[src/rtl/shmp_pkg.sv]
package shmp_pkg;

    // configuration register indexes
    typedef logic [1:0] cfg_idx_t;
    localparam cfg_idx_t CFG_MAP_WIDTH  = 2'd0;
    localparam cfg_idx_t CFG_MAP_HEIGHT = 2'd1;

    localparam logic [10:0] MAP_WIDTH_RESET  = 11'd576;
    localparam logic [10:0] MAP_HEIGHT_RESET = 11'd708;

    localparam logic [7:0] CELL_MAX  = 8'd255;
    localparam int         STEP_SIZE = 10;

    // palette intensities
    localparam logic [7:0] SHADE_DARK = 8'd85;
    localparam logic [7:0] SHADE_MID  = 8'd170;
    localparam logic [7:0] SHADE_FULL = 8'd255;

    // input word
    typedef struct packed {
        logic       mode;
        logic [9:0] x_coord;
        logic [9:0] y_coord;
        logic       alive;
    } shmp_in_t;

    // result word
    typedef struct packed {
        logic [7:0] cell_count;
        logic [3:0] level;
        logic [7:0] red;
        logic [7:0] green;
        logic [7:0] blue;
        logic       painted;
        logic       out_of_range;
    } shmp_out_t;

    // per-stage control
    typedef struct packed {
        logic valid;
        logic oor;
        logic inc;
    } shmp_ctl_t;

    typedef struct packed {
        logic [7:0] red;
        logic [7:0] green;
        logic [7:0] blue;
    } shmp_rgb_t;

    // clear sequencer states
    typedef enum logic {
        ST_CLEAR,
        ST_RUN
    } shmp_state_t;

    // fixed palette: blue, green then red ramps; beyond the end stays full red
    function automatic shmp_rgb_t palette_lookup(input logic [3:0] idx);
        shmp_rgb_t rgb;
        case (idx)
            4'd0:    rgb = '{8'd0, 8'd0, SHADE_DARK};
            4'd1:    rgb = '{8'd0, 8'd0, SHADE_MID};
            4'd2:    rgb = '{8'd0, 8'd0, SHADE_FULL};
            4'd3:    rgb = '{8'd0, SHADE_DARK, 8'd0};
            4'd4:    rgb = '{8'd0, SHADE_MID, 8'd0};
            4'd5:    rgb = '{8'd0, SHADE_FULL, 8'd0};
            4'd6:    rgb = '{SHADE_DARK, 8'd0, 8'd0};
            4'd7:    rgb = '{SHADE_MID, 8'd0, 8'd0};
            default: rgb = '{SHADE_FULL, 8'd0, 8'd0};
        endcase
        return rgb;
    endfunction

endpackage

[src/rtl/shmp_colour.sv]
module shmp_colour
    import shmp_pkg::*;
#(
    parameter int LEVELS = 9
)
(
    input  logic [7:0] count,
    input  logic       oor,
    output shmp_out_t  res
);

    logic [3:0] lvl;
    shmp_rgb_t  rgb;

    // first threshold at or above the count, else the top level
    always_comb
    begin
        lvl = 4'(LEVELS - 1);
        for (int i = LEVELS - 1; i >= 0; i--)
        begin
            if (32'(count) <= STEP_SIZE * (i + 1))
            begin
                lvl = 4'(i);
            end
        end
    end

    assign rgb = palette_lookup(lvl);

    // assemble the result word; out of range and empty cells report zeros
    always_comb
    begin
        res = '0;
        if (oor)
        begin
            res.out_of_range = 1'b1;
        end
        else
        begin
            res.cell_count = count;
            if (count != 8'd0)
            begin
                res.level   = lvl;
                res.red     = rgb.red;
                res.green   = rgb.green;
                res.blue    = rgb.blue;
                res.painted = 1'b1;
            end
        end
    end

endmodule

[config.mk]
export PLATFORM = sky130hd
export DESIGN_NAME = shmp_colour
export DESIGN_NICKNAME = d
export VERILOG_FILES = /design/src/rtl/shmp_pkg.sv /design/src/rtl/shmp_colour.sv
export SDC_FILE = /design/constraint.sdc
export NUM_CORES = 1
export LEC_CHECK = 0
export BUFFER_PORTS_ARGS = -buffer_cell sky130_fd_sc_hd__buf_2
export CAP_MARGIN = 10
export CORE_MARGIN = 4
export CORE_UTILIZATION = 24
export DETAILED_ROUTE_END_ITERATION = 8
export SLEW_MARGIN = 20
export SYNTH_ARGS = -nofsm -noshare
export SYNTH_HDL_FRONTEND = slang
export SYNTH_SLANG_ARGS = --single-unit
[constraint.sdc]
create_clock -name vclk -period 1.8
set_input_delay 0.18 -clock vclk [all_inputs]
set_output_delay 0.18 -clock vclk [all_outputs]
set_load 0.01 [all_outputs]
Word-level counts from Yosys, hierarchy flattened
Memories as Yosys holds them, arrays and structs flattened.
Cells that the tools add are included.
Word-level totals
  word-level logic and storage cells: 22
  output and inout port bits: 38
  bits in read-only memories: 192
  memories kept: 1
  input bits: 9
  flip-flop bits (word level): 0
Memory list
  (no name shown): depth 8, width 24, rd ports 1, clocked after memory_dff 0, write ports 0, line shmp_pkg.sv:60  | case (idx)
Cells by class
  order comparisons: 8
  reductions and logical operators: 1
  multiplexer cells: 12
Operators by type and width (count)
  $mux 37: 1
  $mux 4: 8
  $mux 29: 1
  $le 8x6->1 const B: 3
  $mux 24: 1
  $le 8x5->1 const B: 2
  $le 8x7->1 const B: 2
  $le 8x4->1 const B: 1
  $reduce_bool 8->1: 1
  $mux 1: 1

Longest topological paths before layout
An unclocked memory read counts as a cell.
  depth in word-level cells: 13
  mapped depth: 10

Worst setup path before layout
Ideal clock, no wire load.
  kind: in2out
  from: in count[1]
  to: out res[5] in the netlist's numbering
  path buffers: 1
  required time: 1.620 ns
  arrival: 1.948 ns
  slack: -0.328 ns
  stages on the path: 8
  cell sequence: or4_4 -> a31oi_4 -> a21oi_2 -> a31o_4 -> inv_1 -> ha_1 -> nor2_1 -> buf_4
RTL lines
  start, declared: line shmp_colour.sv:7  | input logic [7:0] count,
  end, declared: line shmp_colour.sv:9  | output shmp_out_t res

==> qor.txt <==
run status = finished with violations
failing checks = negative setup slack
largest area contributor in the netlist = buf_4
Crit Path Max Fanout = 4
Nets = 151
first-pass GRT wire length = 2910 um
area grow syn2layout = 69.6%
met2 Track Usage GR = 18.8%
Die W = 56.4 um
Syn Nets = 101
Tot Pwr = 0.252 mW
DP HPWL = 1490 um
Netlist cell types = 30
post-route ant nets = 0
Max Cap Viol = 0
CP max stage cell = or4_4
cts hold-fix bufs = 0
Max Transition Viols Final = 0
flip-flop and latch area = 0 um2
fraction of layout cells with a size suffix above 1 = 63.8%
Worst Path Arrival = 1.88 ns
GRT busiest layer = met2
Remaining DRCs = 0
Overflow after GRT = 0
crit start category = input port
largest net degree at the start of global routing = 13
crit-path leading delay family = compound AO/OA/AOI/OAI gates
CP most frequent cell = buf_6
Final Setup Violations = 13
met1 usage in global routing = 14.6%
area share of the largest cell type after synthesis = 25.3%
antenna violations before repair = 0
Crit. Startpoint = count[1]
synth warn = 0
initial DRC count = 8
final instance area = 955 um2
WP buf/inv = 2
unrepaired setup endpoints after global routing = yes
met3 usage = 0.690%
Final Hold Vio Count = 0
power density over the cells = 264 mW/mm2
CLK BUF = 0
CP required = 1.62 ns
I/O Buffers = 47
vias per cell = 4.39
final core occ = 43.2%
Die ar. = 0.00318 mm2
worst hold path type = in -> out
WS Path Type = in -> out
Die Y = 56.4 um
Synth area leaders = buf_4 25%, nor2_1 12%, nor2b_1 5.6%, o21ai_0 5.3%, ha_1 4.4%
antenna cells = 0
part of the cycle the worst path needs = 115%
row count = 17
CORE AREA = 0.00221 mm2
maximum clock rate = 485 MHz
GRT Total Usage = 10.5%
Critical Path Sink Type = output pin
Starting Density = 25.5%
Pre-antenna DRT Iters = 4
CP cell instances = buf_6, or4_4, a31oi_4, a21oi_2, a31o_4, ha_4, a22oi_2, nor2_4, buf_6
commonest cells after routing, fill and taps aside = 40 x buf_2, 21 x buf_4, 13 x nor2_1
Seq Cell Count = 0
post-route minimum period = 2.06 ns
Mapped Cells = 90
Cell Area, Placed = 861 um2
Post-Route WL = 1780 um
vias in the first global route = 673
post-route setup slack = -0.263 ns
CP peak stage delay = 0.57 ns
io pins = 47
most common cell after layout, fill and taps aside = buf_2
headroom to the max-slew limit = 76.0%
Synth Area per Inst = 6.26 um2
Placer Congestion = 0.819
dpl cells = 164
Routed WL per cell = 10.7 um
Hold Crit Start = oor
Cell Area, Synth = 563 um2
P_leak = 0.523 nW
sequential area share after synthesis = 0%
DR vias = 728
Worst-Margin Slew = 0.356 ns
Post-Route Setup TNS = -3.03 ns
fin cells = 166
Max IR drop VDD = 0.107 mV
metrics by stage:
stage / setup slack (ns) / hold WS (ns)
after floorplan: -0.130 / 0.452
after global placement: -0.244 / 0.708
after detailed placement: -0.287 / 0.712
after CTS: -0.256 / 0.712
after global routing: -0.338 / 0.719
final: -0.263 / 0.702
synth_stat cells:
library cell	count
o21a_1	1
buf_4	19
nor3_1	1
and2_1	1
o2111ai_1	1
nand2_1	5
a31o_2	1
nand3_1	2
or4_4	1
o21ai_1	1
nor4_1	1
a31o_4	1
a21oi_2	1
nor2b_1	5
o21ai_0	6
a41o_1	1
ha_1	2
clkbuf_1	2
a211o_1	1
inv_1	6
a22oi_1	1
a21o_1	2
or2_2	1
buf_2	1
maj3_1	1
nor2_1	18
a31oi_4	1
nor2_2	1
o211ai_1	3
a21oi_1	2
repair_timing:
| action | in CTS | in global routing |
|---|---|---|
| pin swaps | 1 | 2 |
| setup endpoints to repair | 13 | 22 |
| resized for setup | 3 | 14 |
| setup buffers | 2 | 0 |
| endpoints found under the hold margin | 0 | 0 |
metal layers:
metal,share of wire [%],up-vias,wire (um)
met4,0,0,0
met1,45,315,803
met3,6.6,0,117
met2,48,26,854
met5,0,-,0
li1,-,387,-
cells by family after synthesis:
group           after synthesis  share of synthesized area [%]
compound gates               23                           32.2
simple gates                 36                           30.0
buf+inv                      28                           31.6
fa+ha+maj                     3                           6.22
report_power, final:
| part | total [mW] | internal, mW | switching, mW |
|---|---|---|---|
| logic | 0.252 | 0.124 | 0.128 |
| clock network | 0 | 0 | 0 |
| registers | 0 | 0 | 0 |
cell type report:
class	instances	area, um2
fillers	235	1260
inverters	6	22.5
multi-input cells	62	438
well taps	28	35.0
repair buffers	70	459
path summary, 6_finish.rpt:
kind	end	cells after the start
worst max-delay path	res[12]	9
worst min-delay path	res[0]	2
No activity file was read; power rests on OpenSTA's default activity.
