### config.mk
export PLATFORM = sky130hd
export DESIGN_NAME = shmp_addr
export DESIGN_NICKNAME = d
export VERILOG_FILES = /design/src/rtl/shmp_pkg.sv /design/src/rtl/shmp_addr.sv
export SDC_FILE = /design/constraint.sdc
export NUM_CORES = 1
export LEC_CHECK = 0
export CAP_MARGIN = 15
export CORE_ASPECT_RATIO = 1.5
export CORE_MARGIN = 2
export CORE_UTILIZATION = 70
export DETAILED_ROUTE_END_ITERATION = 7
export DONT_BUFFER_PORTS = 1
export PLACE_DENSITY = 0.86
export SYNTH_ARGS = -nofsm -noshare
export SYNTH_HDL_FRONTEND = slang
export SYNTH_SLANG_ARGS = --single-unit
### constraint.sdc
create_clock -name clk -period 1.7 [get_ports clk]
set_clock_uncertainty 0.1 [all_clocks]
set_input_delay 0 -clock clk [delete_from_list [all_inputs] [get_ports clk]]
set_output_delay 0 -clock clk [all_outputs]
set_load 0.01 [all_outputs]
### src/rtl/shmp_pkg.sv
package shmp_pkg;

    // configuration register indexes
    typedef logic [1:0] cfg_idx_t;
    localparam cfg_idx_t CFG_MAP_WIDTH  = 2'd0;
    localparam cfg_idx_t CFG_MAP_HEIGHT = 2'd1;

    localparam logic [10:0] MAP_WIDTH_RESET  = 11'd576;
    localparam logic [10:0] MAP_HEIGHT_RESET = 11'd708;

    localparam logic [7:0] CELL_MAX  = 8'd255;
    localparam int         STEP_SIZE = 10;

    // palette intensities
    localparam logic [7:0] SHADE_DARK = 8'd85;
    localparam logic [7:0] SHADE_MID  = 8'd170;
    localparam logic [7:0] SHADE_FULL = 8'd255;

    // input word
    typedef struct packed {
        logic       mode;
        logic [9:0] x_coord;
        logic [9:0] y_coord;
        logic       alive;
    } shmp_in_t;

    // result word
    typedef struct packed {
        logic [7:0] cell_count;
        logic [3:0] level;
        logic [7:0] red;
        logic [7:0] green;
        logic [7:0] blue;
        logic       painted;
        logic       out_of_range;
    } shmp_out_t;

    // per-stage control
    typedef struct packed {
        logic valid;
        logic oor;
        logic inc;
    } shmp_ctl_t;

    typedef struct packed {
        logic [7:0] red;
        logic [7:0] green;
        logic [7:0] blue;
    } shmp_rgb_t;

    // clear sequencer states
    typedef enum logic {
        ST_CLEAR,
        ST_RUN
    } shmp_state_t;

    // fixed palette: blue, green then red ramps; beyond the end stays full red
    function automatic shmp_rgb_t palette_lookup(input logic [3:0] idx);
        shmp_rgb_t rgb;
        case (idx)
            4'd0:    rgb = '{8'd0, 8'd0, SHADE_DARK};
            4'd1:    rgb = '{8'd0, 8'd0, SHADE_MID};
            4'd2:    rgb = '{8'd0, 8'd0, SHADE_FULL};
            4'd3:    rgb = '{8'd0, SHADE_DARK, 8'd0};
            4'd4:    rgb = '{8'd0, SHADE_MID, 8'd0};
            4'd5:    rgb = '{8'd0, SHADE_FULL, 8'd0};
            4'd6:    rgb = '{SHADE_DARK, 8'd0, 8'd0};
            4'd7:    rgb = '{SHADE_MID, 8'd0, 8'd0};
            default: rgb = '{SHADE_FULL, 8'd0, 8'd0};
        endcase
        return rgb;
    endfunction

endpackage

### src/rtl/shmp_addr.sv
module shmp_addr
    import shmp_pkg::*;
#(
    parameter int MAX_WIDTH  = 1024,
    parameter int MAX_HEIGHT = 1024,
    parameter int ADDR_W     = 20
)
(
    input  logic              clk,
    input  logic              rst_n,
    input  logic              adv,
    input  logic              item_vld,
    input  shmp_in_t          item,
    input  logic [10:0]       map_width,
    input  logic [10:0]       map_height,
    output shmp_ctl_t         ctl,
    output logic [ADDR_W-1:0] addr
);

    logic [10:0]       w_eff;
    logic [10:0]       h_eff;
    logic              oor;
    logic [20:0]       lin;
    shmp_ctl_t         ctl_reg;
    shmp_ctl_t         ctl_next;
    logic [ADDR_W-1:0] addr_reg;
    logic [ADDR_W-1:0] addr_next;

    // clamp the configured size to the storage
    assign w_eff = (32'(map_width) > MAX_WIDTH) ? 11'(MAX_WIDTH) : map_width;
    assign h_eff = (32'(map_height) > MAX_HEIGHT) ? 11'(MAX_HEIGHT) : map_height;

    // range check and linear address
    always_comb
    begin
        oor       = ({1'b0, item.x_coord} >= w_eff) || ({1'b0, item.y_coord} >= h_eff);
        lin       = 21'(item.y_coord) * 21'(w_eff) + 21'(item.x_coord);
        addr_next = ADDR_W'(lin);
        ctl_next  = '{valid: item_vld,
                      oor:   oor,
                      inc:   !oor && !item.mode && !item.alive};
    end

    // control register
    always_ff @(posedge clk or negedge rst_n)
    begin
        if (!rst_n)
        begin
            ctl_reg <= '0;
        end
        else if (adv)
        begin
            ctl_reg <= ctl_next;
        end
    end

    // address register
    always_ff @(posedge clk)
    begin
        if (adv)
        begin
            addr_reg <= addr_next;
        end
    end

    assign ctl  = ctl_reg;
    assign addr = addr_reg;

endmodule

==> impl_metrics.toml, run 1 <==
[outcome]
stop_stage = "global routing"
stop_error = "[ERROR GRT-0232] Routing congestion too high. Check the congestion heatmap in the GUI."
status = "did not finish"

[cts]
clk_path_buf_depth = 2
numCtsBuffers = 3
cts_sinks = 23
clockRootBuffer = "clkbuf_8"
h-tree-depth = 1

[die]
die_w_um = 75.1
start_util = 0.730
rows = 38
chipHeight_um = 111
io_pins = 71

[logic_synthesis]
synth-seq-cells = 23
synth_nets = 786
synth_top_area_share = 0.298
synth_compound_area_frac = 0.0889
yosysWarningCount = 0
synth_simple_gate_area_frac = 0.164
yosys.area.top_type = "fa_1"
synthCells = 582
synth_cell_types = 49
synth_fa_ha_area_frac = 0.479
synth_area_leaders = "fa_1 30%, ha_1 18%, edfxtp_1 11%"
synth.avg_cell_area_um2 = 9.12
synthesis.area_um2 = 5310
synth_xor_area_frac = 0.0297
synth_top_family_by_area = "adder cells"
synth.yosys.seq_area_share = 0.127
synthMuxAreaShare = 0.00401

[global_routing]
grtUsageTotal = 0.640
grt_max_degree = 24
overflow = 11
antenna_found_initial = 2

[sta]
worstEndpointType = "register data pin"
crit_endpoint = "addr[16]$_DFFE_PP_/D"

[place]
routabilityCongestion = 0.945
pre_cts_slack_ns = -3.08
portBuffers = 0
dp_hpwl_mm = 10.7
## metal layers
| metal | track usage | overflow |
|---|---|---|
| met2 | 0.839 | 6 |
| met3 | 0.445 | 0 |
| met5 | 0.0417 | 0 |
| met4 | 0.655 | 5 |
| met1 | 0.608 | 0 |
## synthesized netlist by cell type (all sizes together)
cell	n
o21a	4
a21oi	14
nor2	19
nor3	3
nand2b	13
buf	1
nand4	2
or4b	1
o41ai	2
mux2	1
nand3	3
clkinv	1
o211a	1
o221a	1
ha	77
fa	79
or3	1
dfrtp	3
nand2	68
o2111ai	1
xor2	6
a211o	2
xnor2	12
o211ai	3
nor2b	12
inv	125
a21o	16
and3	1
or2	1
o31ai	3
nor4	1
o32ai	1
a211oi	6
and4b	1
nand4b	2
nor4b	1
and2	43
mux2i	1
edfxtp	20
o21ai	8
clkbuf	22
## per-stage QoR
step | utilization | cells | area, um2
after detailed placement | 0.833 | 721 | 6060
after global placement | 0.833 | 721 | 6060
after CTS | 0.901 | 749 | 6560
after floorplan | - | 582 | 5630
## kinds of logic after synthesis
group / count (synthesis)
and+or+nand+nor: 172
adders and majority gates: 156
buffers and inverters: 149
AOI/OAI and AO/OA: 62
DFF: 23
xor gates and xnor gates: 18
muxes: 2
## timing repair
action | CTS
setup endpoints to repair | 20
hold endpoints to repair | 28
hold buffers | 7
pin swaps | 46
resized for setup | 64
setup buffers | 16
cloned | 1
==> run 2, diff against run 1 <==
--- a/config.mk
+++ b/config.mk
@@ -6,12 +6,11 @@
 export NUM_CORES = 1
 export LEC_CHECK = 0
 export CAP_MARGIN = 15
-export CORE_ASPECT_RATIO = 1.5
 export CORE_MARGIN = 2
-export CORE_UTILIZATION = 70
+export CORE_UTILIZATION = 40
 export DETAILED_ROUTE_END_ITERATION = 7
 export DONT_BUFFER_PORTS = 1
-export PLACE_DENSITY = 0.86
+export PLACE_DENSITY_LB_ADDON = 0.15
 export SYNTH_ARGS = -nofsm -noshare
 export SYNTH_HDL_FRONTEND = slang
 export SYNTH_SLANG_ARGS = --single-unit
==> run 2 against run 1 <==
  * The flow now finishes, with violations (negative hold slack, negative setup slack)
  * Synthesized area is the same
  * Synthesized cell count unchanged
==> impl_metrics.toml, run 2 <==
[logic_synthesis]
synth.avg_cell_area_um2 = 9.12
synth_area_leaders = "fa_1 30%, ha_1 18%, edfxtp_1 11%"
yosysWarningCount = 0
yosys.area.top_type = "fa_1"
synth_common_cells = "125 x inv_1, 79 x fa_1, 77 x ha_1, 68 x nand2_1, 43 x and2_1"
synth_nets = 786
synth_cell_types = 49
synthCells = 582
synthesis.area_um2 = 5310
synth.most_common_cell = "inv_1"
synth_top_area_share = 0.298
synth_edf_count = 20
async_reset_ff_frac = 0.130
synth.yosys.seq_area_share = 0.127
synth_ff_type = "edfxtp_1"
synth-seq-cells = 23

[worst_setup_path]
path_delay_family = "adder cells"
worstSetupPathType = "primary input to flop"
worstPathRequired_ns = 1.62
crit_cells = 16
crit_arrival_ns = 4.27
cpMaxStageDelayCell = "fa_1"
startpoint_type = "primary input"
cp_max_fo = 7
cp-startpoint = "map_width[7]"
reg2reg_depth = 1
max_stage_delay_ns = 0.53
worst-path-buf-inv = 4
path_cells = "nor2b_1 > buf_4 > buf_4 > buf_4 > and2_1 > fa_1 > fa_1 > fa_1 > fa_1 > ha_1 > ha_1 > or2_2 > o31ai_1 > a21oi_4 > buf_4 > a211o_1"
reg2reg_from = "ctl[2]"
reg2reg_slack_ns = 0.80
cp-endpoint = "addr[17]"
end_kind = "flop"
r2r-end = "ctl[2]"

[pwr]
p_leak_uw = 0.00347
ir_drop_mv = 0.683
power.density_nw_per_um2 = 1040

[sta]
worst_slew_pin_slew_ns = 0.550
fin_crit_ns = 4.35
hold_viol_final = 1
fmax_mhz = 230
relSlewSlack = 0.629
rsz0062_at_grt = "true"
min_period_over_period = 2.56
drv_slew = 0
setup_viol = 20
hold_slack_ns = -0.0118
worst_slack_ns = -2.65

[global_routing]
grtUsageTotal = 0.200
grt_pass1_vias = 4720
grt_pass1_wl_mm = 22.7
overflow = 0
antenna_found_initial = 0
grt_max_degree = 24

[cts]
numCtsBuffers = 3
h-tree-depth = 1
clk_path_buf_depth = 2
clk_pin_slew_ns = 0.07
cts_tree = "built"
clk_latency_ns = 0.27
clockRootBuffer = "clkbuf_16"
cts_hold_buf = 8
cts_sinks = 23

[outcome]
status = "finished with violations"
failed_checks = "negative hold slack, negative setup slack"

[place]
place_area_um2 = 6250
dp_hpwl_mm = 10.5
dp_cells = 810
portBuffers = 0
routabilityCongestion = 0.831

[drt]
drt-initial-drc-count = 104
viasPerCell = 4.84
routed_wl_mm = 13.2
ant_nets = 0
drc = 0
via_count = 4099
detail_route.wl_per_cell_um = 15.6
dr.pass1.iters = 4

[final_layout]
final_cell_mix = "106 x inv_1, 75 x fa_1, 72 x buf_4"
ff_latch_area_um2 = 676
final_common_cell = "inv_1"
multi_input_area_um2 = 4620
final_util = 0.537
final_nets = 876
drive_gt1_frac = 0.323
antenna_cells = 0
n_fill_cell = 1230
finalInstanceArea_um2 = 7030
area_delta_synth_final_pct = 32.4
fin_cells = 847
largest_reg_flops = 20

[die]
io_pins = 71
chipHeight_um = 119
rows = 42
core_area_um2 = 13100
die_w_um = 119
die_area_um2 = 14200
start_util = 0.406

[run]
cap_violations = 0

[min_path]
hold_class = "primary input to flop"
run 2: area by class of cell:
type	count	area share
sequential	23	0.0961
inverter	126	0.0676
tap	176	0.0313
multi-input combinational	410	0.658
timing repair buffer	108	0.136
clock buffer	4	0.0112
run 2: worst min path at each step:
stage / startpoint / end / slack, ns / cells past startpoint
6_report: item[11] / addr[1] / -0.01 / 2
2_1_floorplan: rst_n / ctl[0] / -0.40 / 0
4_1_cts: item[11] / addr[1] / -0.01 / 2
3_3_place_gp: rst_n / ctl[1] / -0.40 / 0
5_1_grt: item[11] / addr[1] / -0.001 / 2
3_5_place_dp: rst_n / ctl[0] / -0.40 / 0
run 2: what timing repair did:
action,4_1_cts,5_1_grt
gates resized for setup,63,35
pin swaps,35,45
cloned,1,0
hold endpoints to repair,28,1
setup endpoints to repair,20,20
setup buffers,21,5
run 2: power by group:
| part | total, uW | switching (uW) | leakage [uW] | internal [uW] |
|---|---|---|---|---|
| Sequential | 1170 | 173 | 0.000232 | 993 |
| Clock | 552 | 230 | 0.0000382 | 322 |
| Combinational | 5620 | 2650 | 0.00320 | 2970 |
| Total | 7340 | 3060 | 0.00347 | 4290 |
run 2: kinds of logic (layout without fill, tap and decap cells):
logic type / count (synthesis) / count (layout) / share of synthesized area
buffers and inverters: 149 / 238 / 0.107
DFF: 23 / 23 / 0.127
xor gates and xnor gates: 18 / 18 / 0.0297
and+or+nand+nor: 172 / 172 / 0.164
AOI/OAI and AO/OA: 62 / 62 / 0.0889
muxes: 2 / 2 / 0.00401
adders and majority gates: 156 / 156 / 0.479
run 2: per-stage QoR:
stage | worst slack (ns) | setup TNS (ns) | total power (uW) | hold slack [ns]
floorplan | -3.06 | -42.06 | 4440 | -0.396
global placement | -3.00 | -44.68 | 5810 | -0.396
detailed placement | -3.08 | -45.33 | 5870 | -0.396
CTS | -2.66 | -37.95 | 7100 | -0.0130
global route | -2.83 | -40.53 | 8030 | -0.00140
finish | -2.65 | -37.78 | 7340 | -0.0118
run 2: routing by layer:
| metal | track usage | part of all wire |
|---|---|---|
| met1 | 0.251 | 0.44 |
| met2 | 0.370 | 0.52 |
| met3 | 0.0216 | 0.031 |
| met4 | 0.0446 | 0.014 |
| met5 | 0 | 0 |
Power figures use the tool's default switching activity.
